File: config.mk
export PLATFORM = sky130hd
export DESIGN_NAME = arcade_sound_effect_sequencer
export DESIGN_NICKNAME = d
export VERILOG_FILES = /design/src/hdl/asfx_pkg.sv /design/src/hdl/asfx_core.sv /design/src/hdl/arcade_sound_effect_sequencer.sv
export SDC_FILE = /design/constraint.sdc
export NUM_CORES = 1
export LEC_CHECK = 0
export BUFFER_PORTS_ARGS = -buffer_cell sky130_fd_sc_hd__buf_2
export CAP_MARGIN = 0
export CORE_ASPECT_RATIO = 1.4
export CORE_MARGIN = 2
export CORE_UTILIZATION = 52
export CTS_CLUSTER_SIZE = 20
export DETAILED_ROUTE_END_ITERATION = 10
export PLACE_DENSITY = 0.76
export SLEW_MARGIN = 20
export SYNTH_ARGS = -nofsm -noshare
export SYNTH_HDL_FRONTEND = slang
export SYNTH_SLANG_ARGS = --single-unit
File: constraint.sdc
create_clock -name i_clk -period 2.6 [get_ports i_clk]
set_input_delay 0.13 -clock i_clk [delete_from_list [all_inputs] [get_ports i_clk]]
set_output_delay 0.13 -clock i_clk [all_outputs]
set_load 0.01 [all_outputs]
File: src/hdl/asfx_pkg.sv
`timescale 1ns / 1ps
// -----------------------------------------------------------------------------
// asfx_pkg
// Shared types, codes and reset values of the sound effect sequencer.
// -----------------------------------------------------------------------------
package asfx_pkg;

    localparam int TICK_W  = 20;
    localparam int CIDX_W  = 3;

    // item operations
    localparam logic [1:0] OP_EFFECT  = 2'd0;
    localparam logic [1:0] OP_CONTROL = 2'd1;
    localparam logic [1:0] OP_TICK    = 2'd2;

    // configuration register indexes
    localparam logic [CIDX_W-1:0] CFG_COCKTAIL = 3'd0;
    localparam logic [CIDX_W-1:0] CFG_FAST     = 3'd1;
    localparam logic [CIDX_W-1:0] CFG_MEDIUM   = 3'd2;
    localparam logic [CIDX_W-1:0] CFG_SLOW     = 3'd3;
    localparam logic [CIDX_W-1:0] CFG_LOW      = 3'd4;

    localparam logic [TICK_W-1:0] RST_FAST   = 20'd31056;
    localparam logic [TICK_W-1:0] RST_MEDIUM = 20'd52351;
    localparam logic [TICK_W-1:0] RST_SLOW   = 20'd90505;
    localparam logic [TICK_W-1:0] RST_LOW    = 20'd13860;

    // sequencer phases
    localparam logic [2:0] PH_OFF   = 3'd0;
    localparam logic [2:0] PH_ONE   = 3'd1;
    localparam logic [2:0] PH_TWO   = 3'd2;
    localparam logic [2:0] PH_THREE = 3'd3;
    localparam logic [2:0] PH_FOUR  = 3'd4;
    localparam logic [2:0] PH_PAUSE = 3'd5;

    // effect codes
    localparam logic [2:0] EFF_NONE   = 3'd0;
    localparam logic [2:0] EFF_FAST   = 3'd1;
    localparam logic [2:0] EFF_MEDIUM = 3'd2;
    localparam logic [2:0] EFF_SLOW   = 3'd4;

    // effect port byte mask and patterns
    localparam logic [7:0] SEQ_MASK   = 8'h2c;
    localparam logic [7:0] SEQ_TO_TWO = 8'h28;
    localparam logic [7:0] SEQ_TO_THR = 8'h24;
    localparam logic [7:0] SEQ_TO_FOU = 8'h2c;
    localparam logic [7:0] SEQ_QUIET  = 8'h00;

    typedef struct packed {
        logic [1:0] op;
        logic [7:0] data;
    } t_in_item;

    typedef struct packed {
        logic       tone_enable;
        logic       explosion_mode;
        logic       dot_enable;
        logic       music_bit;
        logic       sound_on;
        logic       coin_lock;
        logic       flip_screen;
        logic [2:0] effect_code;
        logic       timer_low;
        logic [2:0] sequence_phase;
    } t_out_item;

    typedef struct packed {
        logic              cocktail;
        logic [TICK_W-1:0] fast;
        logic [TICK_W-1:0] mid;
        logic [TICK_W-1:0] slow;
        logic [TICK_W-1:0] low;
    } t_cfg;

    function automatic logic [TICK_W-1:0] high_time(input logic [2:0] eff, input t_cfg cfg);
        logic [TICK_W-1:0] t;
        if (eff == EFF_FAST) begin
            t = cfg.fast;
        end else if (eff == EFF_MEDIUM) begin
            t = cfg.mid;
        end else begin
            t = cfg.slow;
        end
        return t;
    endfunction

    function automatic logic [2:0] phase_effect(input logic [2:0] ph);
        logic [2:0] e;
        unique case (ph)
            PH_ONE:   e = EFF_SLOW;
            PH_TWO:   e = EFF_MEDIUM;
            PH_THREE: e = EFF_FAST;
            default:  e = EFF_NONE;
        endcase
        return e;
    endfunction

endpackage

File: src/hdl/asfx_core.sv
`timescale 1ns / 1ps
// -----------------------------------------------------------------------------
// asfx_core
// Sequencer and 555 timer state; computes the result of the item being taken.
// -----------------------------------------------------------------------------
module asfx_core (
    input  logic                 i_clk,
    input  logic                 i_rst_n,
    input  logic                 i_load,
    input  asfx_pkg::t_in_item   i_item,
    input  asfx_pkg::t_cfg       i_cfg,
    output asfx_pkg::t_out_item  o_result
);
    import asfx_pkg::*;

    logic [2:0]        r_phase,     n_phase;
    logic              r_explosion, n_explosion;
    logic              r_dot,       n_dot;
    logic              r_sound,     n_sound;
    logic              r_music,     n_music;
    logic              r_coin,      n_coin;
    logic              r_flip,      n_flip;
    logic [2:0]        r_last,      n_last;
    logic              r_low,       n_low;
    logic              r_running,   n_running;
    logic [2:0]        r_teff,      n_teff;
    logic [TICK_W-1:0] r_count,     n_count;

    logic [7:0] masked;
    logic [2:0] eff;

    always_comb begin
        n_phase     = r_phase;
        n_explosion = r_explosion;
        n_dot       = r_dot;
        n_sound     = r_sound;
        n_music     = r_music;
        n_coin      = r_coin;
        n_flip      = r_flip;
        n_last      = r_last;
        n_low       = r_low;
        n_running   = r_running;
        n_teff      = r_teff;
        n_count     = r_count;
        masked      = i_item.data & SEQ_MASK;
        eff         = EFF_NONE;

        unique case (i_item.op)
            OP_EFFECT: begin
                n_explosion = i_item.data[4];
                if (!i_item.data[4]) begin
                    n_dot = i_item.data[1];
                end
                priority if (!r_sound) begin
                    n_phase = PH_OFF;
                end else if (r_phase == PH_OFF) begin
                    n_phase = PH_ONE;
                end else if (r_phase == PH_ONE && masked == SEQ_TO_TWO) begin
                    n_phase = PH_TWO;
                end else if (r_phase == PH_TWO && masked == SEQ_TO_THR) begin
                    n_phase = PH_THREE;
                end else if (r_phase < PH_FOUR && masked == SEQ_TO_FOU) begin
                    n_phase = PH_FOUR;
                end else if (r_phase > PH_TWO && masked == SEQ_QUIET) begin
                    n_phase = PH_PAUSE;
                end else begin
                    n_phase = r_phase;
                end
                eff = phase_effect(n_phase);
                // the timer only reacts to a change while in its high phase
                if (r_last != eff) begin
                    if (!r_low) begin
                        if (eff != EFF_NONE) begin
                            n_running = 1'b1;
                            n_teff    = eff;
                            n_count   = high_time(eff, i_cfg);
                        end else begin
                            n_running = 1'b0;
                        end
                    end
                    n_last = eff;
                end
            end
            OP_CONTROL: begin
                n_music = i_item.data[0];
                n_coin  = i_item.data[2];
                n_sound = i_item.data[4];
                n_flip  = i_item.data[5] & i_cfg.cocktail;
            end
            OP_TICK: begin
                if (r_running) begin
                    if (r_count > TICK_W'(1)) begin
                        n_count = r_count - TICK_W'(1);
                    end else begin
                        n_low = !r_low;
                        if (!r_low) begin
                            n_count = i_cfg.low;
                        end else if (r_teff != EFF_NONE) begin
                            n_count = high_time(r_teff, i_cfg);
                        end else begin
                            n_running = 1'b0;
                            n_count   = '0;
                        end
                    end
                end
            end
            default: begin
            end
        endcase
    end

    always_ff @(posedge i_clk) begin
        if (!i_rst_n) begin
            r_phase     <= PH_OFF;
            r_explosion <= 1'b0;
            r_dot       <= 1'b0;
            r_sound     <= 1'b0;
            r_music     <= 1'b0;
            r_coin      <= 1'b0;
            r_flip      <= 1'b0;
            r_last      <= EFF_NONE;
            r_low       <= 1'b0;
            r_running   <= 1'b0;
            r_teff      <= EFF_NONE;
            r_count     <= '0;
        end else if (i_load) begin
            r_phase     <= n_phase;
            r_explosion <= n_explosion;
            r_dot       <= n_dot;
            r_sound     <= n_sound;
            r_music     <= n_music;
            r_coin      <= n_coin;
            r_flip      <= n_flip;
            r_last      <= n_last;
            r_low       <= n_low;
            r_running   <= n_running;
            r_teff      <= n_teff;
            r_count     <= n_count;
        end
    end

    always_comb begin
        o_result.tone_enable    = !(n_low | n_explosion);
        o_result.explosion_mode = n_explosion;
        o_result.dot_enable     = n_dot;
        o_result.music_bit      = n_music;
        o_result.sound_on       = n_sound;
        o_result.coin_lock      = n_coin;
        o_result.flip_screen    = n_flip;
        o_result.effect_code    = n_last;
        o_result.timer_low      = n_low;
        o_result.sequence_phase = n_phase;
    end

endmodule

File: src/hdl/arcade_sound_effect_sequencer.sv
`timescale 1ns / 1ps
// -----------------------------------------------------------------------------
// arcade_sound_effect_sequencer
// Sound-control ports: effect sequencer, 555 timer model and control bits.
// -----------------------------------------------------------------------------
//  channel  | signals                                   | notes
//  ---------+-------------------------------------------+----------------------
//  input    | i_in_valid, o_in_ready, i_in_item         | op + data byte
//  output   | o_out_valid, i_out_ready, o_out_item      | one result per item
//  config   | i_cfg_we, i_cfg_index, i_cfg_data         | write only, no wait
//
//  One item per cycle while no result is stalled; its result shows in the
//  cycle after the transfer, from the result register that follows the
//  single pass of state-update logic. Reset is synchronous, active low; it
//  clears state and restores the timing registers. A stalled result holds;
//  a new item is still taken in the cycle the stalled result leaves.
// -----------------------------------------------------------------------------
module arcade_sound_effect_sequencer (
    input  logic                             i_clk,
    input  logic                             i_rst_n,
    input  logic                             i_in_valid,
    output logic                             o_in_ready,
    input  asfx_pkg::t_in_item               i_in_item,
    output logic                             o_out_valid,
    input  logic                             i_out_ready,
    output asfx_pkg::t_out_item              o_out_item,
    input  logic                             i_cfg_we,
    input  logic [asfx_pkg::CIDX_W-1:0]      i_cfg_index,
    input  logic [asfx_pkg::TICK_W-1:0]      i_cfg_data
);
    import asfx_pkg::*;

    t_cfg      r_cfg;
    t_out_item r_out_item;
    t_out_item n_out_item;
    logic      r_out_valid;
    logic      load;

    assign o_in_ready = !r_out_valid || i_out_ready;
    assign load       = i_in_valid && o_in_ready;

    always_ff @(posedge i_clk) begin
        if (!i_rst_n) begin
            r_cfg.cocktail <= 1'b0;
            r_cfg.fast     <= RST_FAST;
            r_cfg.mid      <= RST_MEDIUM;
            r_cfg.slow     <= RST_SLOW;
            r_cfg.low      <= RST_LOW;
        end else if (i_cfg_we) begin
            unique case (i_cfg_index)
                CFG_COCKTAIL: r_cfg.cocktail <= i_cfg_data[0];
                CFG_FAST:     r_cfg.fast     <= i_cfg_data;
                CFG_MEDIUM:   r_cfg.mid      <= i_cfg_data;
                CFG_SLOW:     r_cfg.slow     <= i_cfg_data;
                CFG_LOW:      r_cfg.low      <= i_cfg_data;
                default: begin
                end
            endcase
        end
    end

    asfx_core u_core (
        .i_clk    (i_clk),
        .i_rst_n  (i_rst_n),
        .i_load   (load),
        .i_item   (i_in_item),
        .i_cfg    (r_cfg),
        .o_result (n_out_item)
    );

    always_ff @(posedge i_clk) begin
        if (!i_rst_n) begin
            r_out_valid <= 1'b0;
        end else if (o_in_ready) begin
            r_out_valid <= i_in_valid;
        end
    end

    always_ff @(posedge i_clk) begin
        if (load) begin
            r_out_item <= n_out_item;
        end
    end

    assign o_out_valid = r_out_valid;
    assign o_out_item  = r_out_item;

endmodule

==> summary.md, run 1 <==
| Metric | Value |
|---|---|
| Status | `completed` |
| # fillers | `about 1100` |
| Relative slew slack | `0.5337` |
| TritonCTS clock tree | `done` |
| Layout cells sized above 1 | `0.1296` |
| Main area contributors after synthesis | `dfxtp_1 (35%), nand2_1 (14%), edfxtp_1 (6.1%), a21oi_1 (5.8%), a211oi_1 (4.7%)` |
| #FFs+latches synth | `between 100 and 150` |
| Leakage | `0.003290 uW` |
| Vias in the first global route | `between 6000 and 7000` |
| I/O pin cnt | `54` |
| Row count | `49` |
| Synth async-reset ratio | `0` |
| Post-synthesis sequential area ratio | `0.4075` |
| Critical-path cell list | `a21oi_1, a211o_1, a211oi_4, nand4b_1, a41o_1, a21boi_2, buf_12, mux2i_1` |
| Root buf cell | `clkbuf_16` |
| Setup_tns | `0 ps` |
| Worst-Margin Slew | `699.4 ps` |
| Synth warnings | `0` |
| Max Fclk | `411.5 MHz` |
| Max clock buf depth | `2` |
| Placer Congestion | `0.8708` |
| CP Launch Type | `flop` |
| Die Span Y | `approximately 140 um` |
| Via density | `5.982` |
| WP buf/inv | `1` |
| H-tree lvl count | `4` |
| Die Span X | `roughly 100 um` |
| Final #Nets | `1009` |
| Finished Layout Cells | `1133` |
| Most instantiated library cell after synthesis | `nand2_1` |
| Final Skew | `approximately 9.2 ps` |
| Final Hold Fails | `0` |
| Crit path max-delay family | `compound AO/OA/AOI/OAI gates` |
| Final wirelength | `18900 um` |
| Syn_area_per_cell | `approximately 7.5 um2` |
| Synthesized cell area | `just under 7000 um2` |
| RSZ-0062 raised after global routing | `false` |
| Critical Path Max Stage Delay | `490 ps` |
| Synth-to-layout area growth | `17.76%` |
| Pin count of the biggest net entering global routing | `66` |
| Wire length per cell | `16.68 um` |
| Setup Viol. Count Final | `0` |
| Post-Synth Simple-Gate Area | `0.2574` |
| Post-synth EDFFs | `14` |
| Cell type with the largest total area after synthesis | `dfxtp_1` |
| Slowest CP cell | `dfxtp_1` |
| DR pass1 iterations | `7` |
| Storage cell area | `roughly 2800 um2` |
| Crit. End Element | `flop` |
| Core area | `12870 um2` |
| CTS buffer count | `17` |
| Initial Util | `0.5342` |
| Clk Latency, worst-skew pair | `roughly 430 ps` |
| DRC viols | `0` |
| First-pass GRT wire length | `about 31000 um` |
| Dpl cells | `1084` |
| Util after Layout | `0.6291` |
| Syn_nets | `955` |
| Area of the multi-input gates | `about 3800 um2` |
| Synth Flop Type | `dfxtp_1` |
| Post-synthesis cell count | `between 900 and 1000` |
| Synth top area share | `0.3464` |
| Largest family of logic cells by synthesized area | `simple AND/OR/NAND/NOR gates` |
| Crit path max fanout | `17` |
| Power Density | `625.6 nW/um2` |
| Worst Hold Class | `in2reg` |
| Post-DRT Antenna Nets | `0` |
| Worst vdd ir | `about 0.41 mV` |
| Synth unique cells | `between 50 and 60` |
| Die area | `about 14000 um2` |
| DR vias | `6778` |
| Most instantiated cells after synthesis | `nand2_1 (250), dfxtp_1 (119), a21oi_1 (80)` |
| GRT Total Usage | `0.2759` |
| Number of I/O port buffers | `51` |
| Total power | `roughly 5000 uW` |
| Iter 0 DRT Violations | `454` |
| Critical Path RT | `around 2900 ps` |
| Adder-Cell Fraction of Synth Area | `0.003638` |
| Fin crit period | `2430 ps` |
| Mux cell area share after synthesis | `0.05148` |
| Tcrit/Tclk final | `0.9347` |
| MaxCap Viol Count | `0` |
| Antenna Cells | `0` |
| DP Wirelength | `12140 um` |
| Clock transition at path regs | `~60 ps` |
| Final Slew Violations | `0` |
| Compound-cell area share of the yosys netlist | `0.2099` |
| Initial antenna violation count | `0` |
| CTS Sinks | `133` |
| Kind of critical path | `reg2reg` |
| Total congestion overflow | `0` |
| XOR/XNOR Fraction of Synth Area | `0.02420` |
| CP arrival | `2770 ps` |
cell usage in the layout, fill, tap and decap left out, types with 4 or more instances in the layout:
| master | instances |
|---|---|
| a211oi_1 | 43 |
| a21o_1 | 6 |
| a21oi_1 | 80 |
| a221oi_1 | 4 |
| a31oi_1 | 24 |
| and3_1 | 5 |
| buf_12 | 4 |
| buf_2 | 51 |
| buf_4 | 28 |
| clkbuf_16 | 17 |
| clkinv_2 | 5 |
| dfxtp_1 | 118 |
| dlygate4sd3_1 | 19 |
| edfxtp_1 | 14 |
| inv_1 | 10 |
| mux2i_1 | 32 |
| nand2_1 | 250 |
| nand2b_1 | 6 |
| nand3_1 | 41 |
| nand3b_1 | 5 |
| nor2_1 | 64 |
| nor2b_1 | 8 |
| nor3_1 | 9 |
| o21ai_0 | 48 |
| or3_1 | 7 |
| xnor2_1 | 12 |
| xor2_1 | 7 |
routing by layer:
metal  global-route usage  routed length, um
met5                    0                  0
met1               0.3292               7704
met2               0.4789               9589
met4               0.1309                613
met3              0.04042                989
metrics by stage:
step / area [um2] / hold slack [ps] / setup WS (ps)
floorplan: 6878 / 254.0 / 279.6
global placement: 7352 / 378.4 / 239.3
detailed placement: 7352 / 381.0 / 179.4
CTS: 8098 / 4.952 / 121.2
global route: 8099 / 23.55 / 25.75
finish: 8099 / 6.116 / 169.7
final cells by class:
type | instances | share of cell area
Clock buffer | 20 | 0.05515
Sequential cell | 133 | 0.3462
Inverter | 11 | 0.005098
Timing Repair Buffer | 102 | 0.09084
Multi-Input combinational cell | 704 | 0.4656
Tap cell | 153 | 0.02364
Clock inverter | 10 | 0.01344
repair_timing:
item	in CTS	in global routing
hold buffers	19	0
setup endpoints to repair	0	19
setup buffers	0	0
gates resized for setup	0	1
endpoints found under the hold margin	71	0
report_power, final:
part           internal [uW]  switching, uW  total, uW
clock network           1410            891       2310
registers               2140           42.4       2180
logic                    225            358        583
total                   3780           1290       5070
sequential cells by signal (all words and copies together) (netlist names):
signal              count
u_core.r_coin           1
u_core.r_low            1
o_out_valid             1
r_cfg                  81
u_core.r_sound          1
u_core.r_phase          3
u_core.r_dot            1
u_core.r_count         20
u_core.r_explosion      1
u_core.r_teff           3
u_core.r_flip           1
u_core.r_last           3
u_core.r_running        1
u_core.r_music          1
o_out_item             14
cell families (layout without fill, tap and decap cells):
logic type               count (synthesis)  count (layout)
AO/OA/AOI/OAI                          234             234
XOR/XNOR                                19              19
adder cells (fa/ha/maj)                  2               2
buffers and inverters                   78             143
flip-flops                             133             133
multiplexers                            35              35
AND/OR/NAND/NOR                        414             414
worst paths after layout:
| path | startpoint | to | slack (ps) | depth (start not counted) |
|---|---|---|---|---|
| setup / recovery | u_core.r_phase[1]$_SDFFE_PN0P_ | u_core.r_count[11]$_SDFFE_PN0P_ | 170 | 8 |
| hold / removal | i_cfg_data[6] | r_cfg[46]$_SDFFE_PN1P_ | 6 | 3 |
| setup reg to reg | u_core.r_phase[1]$_SDFFE_PN0P_ | u_core.r_count[11]$_SDFFE_PN0P_ | 170 | 8 |
| hold reg to reg | u_core.r_dot$_SDFFE_PN0P_ | u_core.r_dot$_SDFFE_PN0P_ | 460 | 2 |
tightest hold or removal path: cells and delay by family:
family                 cells  cell delay, ps
buffers and inverters      1             150
AND/OR/NAND/NOR            2             130
(Power assumes the default switching activity.)
==> inputs of run 2 (changes only) <==
--- a/config.mk
+++ b/config.mk
@@ -12,8 +12,7 @@
 export CORE_UTILIZATION = 52
 export CTS_CLUSTER_SIZE = 20
 export DETAILED_ROUTE_END_ITERATION = 10
-export PLACE_DENSITY = 0.76
-export SLEW_MARGIN = 20
+export PLACE_DENSITY_LB_ADDON = 0.1
 export SYNTH_ARGS = -nofsm -noshare
 export SYNTH_HDL_FRONTEND = slang
 export SYNTH_SLANG_ARGS = --single-unit
==> run 2 against run 1 <==
Net effect: via count up 3.4%; sequential share of layout area decreased by 0.16 points; wire length is 11% higher; largest power group unchanged; flip-flop and latch count unchanged; combinational power grew 5.3%.
==> summary.md, run 2 (synthesized netlist as in run 1, its figures left out) <==
| Metric | Value |
|---|---|
| Status | `completed (unchanged)` |
| Die Span X | `101.2 um (unchanged)` |
| Commonest non-fill, non-tap cell in the layout | `nand2_1 (unchanged)` |
| RSZ-0062 raised after global routing | `false (unchanged)` |
| Post-DRT Antenna Nets | `0 (unchanged)` |
| Max Fclk | `410.3 MHz (was 411.5 MHz)` |
| Power Density | `615.5 nW/um2 (was 625.6 nW/um2)` |
| Crit. End Element | `flop (unchanged)` |
| Most frequent cells in the layout | `nand2_1 (250), dfxtp_1 (118), a21oi_1 (80) (unchanged)` |
| Post-DP Area | `7395 um2 (was 7352 um2)` |
| Final Skew | `5.498 ps (was 9.196 ps)` |
| Number of I/O port buffers | `51 (unchanged)` |
| GRT busiest layer | `met2 (unchanged)` |
| Clock transition at path regs | `60 ps (about the same)` |
| # fillers | `1144 (was 1143)` |
| Vias in the first global route | `6863 (was 6484)` |
| GRT Total Usage | `0.3036 (was 0.2759)` |
| Crit path max fanout | `19 (was 17)` |
| DRC viols | `0 (unchanged)` |
| MaxCap Viol Count | `0 (unchanged)` |
| Dpl cells | `1093 (was 1084)` |
| Reg with most FFs | `r_cfg (unchanged)` |
| Clk Latency, worst-skew pair | `420 ps (was 430 ps)` |
| Wire length per cell | `18.33 um (was 16.68 um)` |
| DR pass1 iterations | `5 (was 7)` |
| Grt met1 use | `0.3737 (was 0.3292)` |
| Storage cell area | `2804 um2 (unchanged)` |
| Worst vdd ir | `0.3975 mV (was 0.4082 mV)` |
| Placer Congestion | `0.8718 (was 0.8708)` |
| I/O pin cnt | `54 (unchanged)` |
| Reg-to-reg slack, setup | `160 ps (was 170 ps)` |
| Worst Hold Class | `in2reg (unchanged)` |
| Area of the multi-input gates | `3771 um2 (unchanged)` |
| Kind of critical path | `reg2reg (unchanged)` |
| Synth-to-layout area growth | `18.30% (was 17.76%)` |
| Initial Util | `0.5342 (unchanged)` |
| Fin area | `8137 um2 (was 8099 um2)` |
| Setup Buffers After CTS | `0 (unchanged)` |
| Relative slew slack | `0.5070 (was 0.5337)` |
| DP Wirelength | `13450 um (was 12140 um)` |
| Initial antenna violation count | `0 (unchanged)` |
| Tcrit/Tclk final | `0.9373 (was 0.9347)` |
| Largest register FFs | `81 (unchanged)` |
| CTS buffer count | `17 (unchanged)` |
| Final #Nets | `1019 (was 1009)` |
| Final wirelength | `20990 um (was 18900 um)` |
| Final Slew Violations | `0 (unchanged)` |
| Final Hold Fails | `0 (unchanged)` |
| Pin count of the biggest net entering global routing | `66 (unchanged)` |
| Root buf cell | `clkbuf_16 (unchanged)` |
| First-pass GRT wire length | `33870 um (was 31130 um)` |
| Layout cells sized above 1 | `0.1371 (was 0.1296)` |
| Max clock buf depth | `2 (unchanged)` |
| Finished Layout Cells | `1145 (was 1133)` |
| GR Layer Usage met2 | `0.5190 (was 0.4789)` |
| Die area | `14180 um2 (unchanged)` |
| H-tree lvl count | `4 (unchanged)` |
| Antenna Cells | `0 (unchanged)` |
| CP Launch Type | `flop (unchanged)` |
| Setup_tns | `0 ps (unchanged)` |
| TritonCTS clock tree | `done (unchanged)` |
| Met3 usage | `0.04341 (was 0.04042)` |
| Setup Viol. Count Final | `0 (unchanged)` |
| Row count | `49 (unchanged)` |
| Die Span Y | `140.1 um (unchanged)` |
| Leakage | `0.003325 uW (was 0.003290 uW)` |
| CP arrival | `2750 ps (was 2770 ps)` |
| Worst-Margin Slew | `738.5 ps (was 699.4 ps)` |
| DR vias | `7006 (was 6778)` |
| Iter 0 DRT Violations | `535 (was 454)` |
| Core area | `12870 um2 (unchanged)` |
| Total congestion overflow | `0 (unchanged)` |
| CTS Sinks | `133 (unchanged)` |
| Via density | `6.119 (was 5.982)` |
| Critical Path RT | `2910 ps (was 2940 ps)` |
| Fin crit period | `2437 ps (was 2430 ps)` |
==> run 2: final cells by class <==
cell class	instances	area share
flip-flops and latches	133	0.3446
repair buffers	112	0.09688
well taps	153	0.02353
multi-input cells	704	0.4635
clock inverters	14	0.01369
clock buffers	18	0.05274
inverters	11	0.005075
==> run 2: repair_timing <==
item / CTS / global route
hold endpoints to repair: 69 / 0
resized for setup: 0 / 1
endpoints found under the setup margin: 0 / 22
hold buffers: 20 / 0
==> run 2: power breakdown <==
part | total (uW) | switching, uW | internal, uW
Sequential | 2180 | 41.8 | 2140
Combinational | 614 | 382 | 231
Clock | 2220 | 913 | 1300
==> run 2: worst max-delay path, cell delays in order (launching register included) <==
cell	delay [ps]
dfxtp_1	500
a21oi_1	70
a211o_1	330
a211oi_4	260
buf_4	290
o22ai_1	130
a21oi_1	250
nand2_1	190
a221oi_1	300
==> run 2: stage by stage <==
step	utilization	hold slack, ps	power, uW	worst slack (ps)
2_1_floorplan	-	254.0	2580	279.6
3_3_place_gp	0.5743	378.0	2783	251.5
3_5_place_dp	0.5743	389.2	2798	155.2
4_1_cts	0.6319	1.605	5017	108.7
5_1_grt	0.6320	13.26	5200	3.779
6_report	0.6320	14.86	5008	163.0
==> run 2: final timing paths <==
kind,start,to,cells after the start
hold reg to reg,r_cfg[14]$_SDFFE_PN0P_,r_cfg[14]$_SDFFE_PN0P_,2
setup reg to reg,u_core.r_phase[1]$_SDFFE_PN0P_,u_core.r_count[2]$_SDFFE_PN0P_,8
hold / removal,i_cfg_data[17],r_cfg[37]$_SDFFE_PN0P_,3
setup / recovery,u_core.r_phase[1]$_SDFFE_PN0P_,u_core.r_count[2]$_SDFFE_PN0P_,8
==> run 2: metal layers <==
metal | up-vias | wire length, um
met2 | 302 | 10640
met3 | 49 | 1381
met1 | 3345 | 8400
met5 | - | 0
li1 | 3310 | -
met4 | 0 | 563
==> inputs of run 3 (changes only) <==
--- a/config.mk
+++ b/config.mk
@@ -10,6 +10,7 @@
 export CORE_ASPECT_RATIO = 1.4
 export CORE_MARGIN = 2
 export CORE_UTILIZATION = 52
+export CTS_BUF_LIST = sky130_fd_sc_hd__clkbuf_8 sky130_fd_sc_hd__clkbuf_16
 export CTS_CLUSTER_SIZE = 20
 export DETAILED_ROUTE_END_ITERATION = 10
 export PLACE_DENSITY_LB_ADDON = 0.1
==> run 3 against run 2 <==
Net effect: die area stayed put; clock skew hardly changed; cell area is the same; fmax is 0.11% lower; register-to-register slack about the same; first-iteration DRC count shrank 0.93%; power hardly changed; core utilization unchanged; global-route usage is the same; via count about the same; flip-flop and latch count did not move; sequential power about the same; critical endpoint unchanged; largest cell class unchanged; largest power group unchanged.
==> summary.md, run 3 (synthesized netlist as in run 1, its figures left out) <==
| Metric | Value |
|---|---|
| Final #Nets | `1019 (unchanged)` |
| DR vias | `7008 (was 7006)` |
| Power Density | `614.9 nW/um2 (was 615.5 nW/um2)` |
| Setup Viol. Count Final | `0 (unchanged)` |
| CP Capture Point | `u_core.r_count[2]$_SDFFE_PN0P_ (unchanged)` |
| Tcrit/Tclk final | `0.9383 (was 0.9373)` |
| Clk Latency, worst-skew pair | `420 ps (about the same)` |
| CP arrival | `2750 ps (about the same)` |
| Status | `completed (unchanged)` |
| Final Skew | `5.674 ps (was 5.498 ps)` |
| Die area | `14180 um2 (unchanged)` |
| PnR worst setup slack | `160.4 ps (was 163.0 ps)` |
| Vias in the first global route | `6863 (unchanged)` |
| Critical Path RT | `2920 ps (was 2910 ps)` |
| Crit. End Element | `flop (unchanged)` |
| Final Hold Fails | `0 (unchanged)` |
| Sw Ratio | `0.2672 (was 0.2670)` |
| Reg-to-reg slack, setup | `160 ps (about the same)` |
| TritonCTS clock tree | `done (unchanged)` |
| Initial Util | `0.5342 (unchanged)` |
| CTS Sinks | `133 (unchanged)` |
| Slowest CP cell | `dfxtp_1 (unchanged)` |
| Place WS | `155.2 ps (unchanged)` |
| P_sw | `1337 uW (about the same)` |
| Core area | `12870 um2 (unchanged)` |
| Clock transition at path regs | `60 ps (about the same)` |
| Max Fclk | `409.9 MHz (was 410.3 MHz)` |
| Initial antenna violation count | `0 (unchanged)` |
| Commonest non-fill, non-tap cell in the layout | `nand2_1 (unchanged)` |
| RR Startpoint | `u_core.r_phase[1]$_SDFFE_PN0P_ (unchanged)` |
| Post-DRT Antenna Nets | `0 (unchanged)` |
| Most common cell type on the critical path | `a21oi_1 (unchanged)` |
| Leakage | `0.003329 uW (was 0.003325 uW)` |
| GRT Total Usage | `0.3036 (unchanged)` |
| Final Slew Violations | `0 (unchanged)` |
| Die Span Y | `140.1 um (unchanged)` |
| Row count | `49 (unchanged)` |
| Grt met1 use | `0.3737 (unchanged)` |
| First-pass GRT wire length | `33870 um (unchanged)` |
| Number of I/O port buffers | `51 (unchanged)` |
| Met3 usage | `0.04341 (unchanged)` |
| Relative slew slack | `0.5078 (was 0.5070)` |
| CP Launch Point | `u_core.r_phase[1]$_SDFFE_PN0P_ (unchanged)` |
| Critical Path Max Stage Delay | `500 ps (about the same)` |
| Placer Congestion | `0.8718 (unchanged)` |
| Fin crit period | `2440 ps (was 2437 ps)` |
| Die Span X | `101.2 um (unchanged)` |
| GRT busiest layer | `met2 (unchanged)` |
| I/O pin cnt | `54 (unchanged)` |
| GR Layer Usage met2 | `0.5190 (unchanged)` |
| RSZ-0062 raised after global routing | `false (unchanged)` |
| Most frequent cells in the layout | `nand2_1 (250), dfxtp_1 (118), a21oi_1 (80) (unchanged)` |
| Setup_tns | `0 ps (unchanged)` |
| Kind of critical path | `reg2reg (unchanged)` |
| DRC viols | `0 (unchanged)` |
| Clk network pwr share | `0.442 (was 0.443)` |
| Sequential share of power | `0.435 (about the same)` |
| Final wirelength | `21000 um (was 20990 um)` |
| CTS buffer count | `17 (unchanged)` |
| Worst Hold Class | `in2reg (unchanged)` |
| CP Launch Type | `flop (unchanged)` |
| Fin Hold WS | `8.845 ps (was 14.86 ps)` |
| MaxCap Viol Count | `0 (unchanged)` |
| Max clock buf depth | `2 (unchanged)` |
| Internal power | `3667 uW (was 3671 uW)` |
| DP Wirelength | `13450 um (unchanged)` |
| Worst vdd ir | `0.3992 mV (was 0.3975 mV)` |
| Via density | `6.121 (was 6.119)` |
| H-tree lvl count | `4 (unchanged)` |
| Critical-path cell list | `a21oi_1, a211o_1, a211oi_4, buf_4, o22ai_1, a21oi_1, nand2_1, a221oi_1 (unchanged)` |
| DR pass1 iterations | `5 (unchanged)` |
| Reg with most FFs | `r_cfg (unchanged)` |
| Worst-Margin Slew | `737.2 ps (was 738.5 ps)` |
| Logic pwr share | `0.122 (was 0.123)` |
| Layout cells sized above 1 | `0.1371 (unchanged)` |
| Pin count of the biggest net entering global routing | `66 (unchanged)` |
| Root buf cell | `clkbuf_16 (unchanged)` |
| Antenna Cells | `0 (unchanged)` |
| Wire length per cell | `18.34 um (was 18.33 um)` |
| Crit path max fanout | `19 (unchanged)` |
| Largest register FFs | `81 (unchanged)` |
| Total congestion overflow | `0 (unchanged)` |
| Reg-to-reg endpoint | `u_core.r_count[2]$_SDFFE_PN0P_ (unchanged)` |
| R2R depth | `8 (unchanged)` |
| Iter 0 DRT Violations | `530 (was 535)` |
| Synth-to-layout area growth | `18.30% (unchanged)` |
-- run 3: power by group through the flow --
stage	clock network, uW	logic (uW)	registers (uW)
after floorplan	0	363	2220
after global placement	0	565	2220
after detailed placement	0	578	2220
after CTS	2230	603	2180
after global routing	2340	671	2180
final	2210	613	2180
-- run 3: repair_timing --
item | in CTS | in global routing
endpoints found under the setup margin | 0 | 22
hold endpoints to repair | 69 | 0
gates resized for setup | 0 | 1
setup buffers | 0 | 0
hold buffers | 20 | 0
-- run 3: per-stage QoR --
step,instances,utilization,area (um2),power (uW)
6_report,1145,0.6320,8137,5004
3_3_place_gp,1093,0.5743,7395,2783
5_1_grt,1145,0.6320,8137,5196
3_5_place_dp,1093,0.5743,7395,2798
4_1_cts,1145,0.6319,8135,5014
2_1_floorplan,915,-,6878,2580
-- run 3: cell type report --
type / instances / area (um2)
Timing Repair Buffer: 112 / 788.3
Clock inverter: 15 / 115.1
Fill cell: 1144 / 4738
Inverter: 11 / 41.29
Multi-Input combinational cell: 704 / 3771
Tap cell: 153 / 191.4
Clock buffer: 17 / 425.4
Sequential cell: 133 / 2804
-- run 3: worst min path at each step --
stage | slack [ps] | cells after the start | to | from
detailed placement | 390 | 3 | o_out_valid$_SDFFE_PN0N_ | i_in_valid
floorplan | 250 | 2 | r_cfg[10]$_SDFFE_PN1P_ | i_cfg_data[10]
finish | 9 | 3 | r_cfg[17]$_SDFFE_PN0P_ | i_cfg_data[17]
global route | 10 | 3 | r_cfg[17]$_SDFFE_PN0P_ | i_cfg_data[17]
global placement | 380 | 3 | o_out_valid$_SDFFE_PN0N_ | i_in_valid
CTS | 2 | 3 | r_cfg[17]$_SDFFE_PN0P_ | i_cfg_data[17]
-- run 3: critical path: cells and delay by family (launching register included) --
| family | cells | cell delay, ps |
|---|---|---|
| buffers and inverters | 1 | 290 |
| DFF | 1 | 500 |
| and+or+nand+nor | 1 | 190 |
| AOI/OAI and AO/OA | 6 | 1350 |
-- run 3: per-layer routing --
layer  vias up  share of wire
met5         -              0
met4         0          0.027
met3        54          0.072
met2       319           0.51
met1      3323           0.39
li1       3312              -
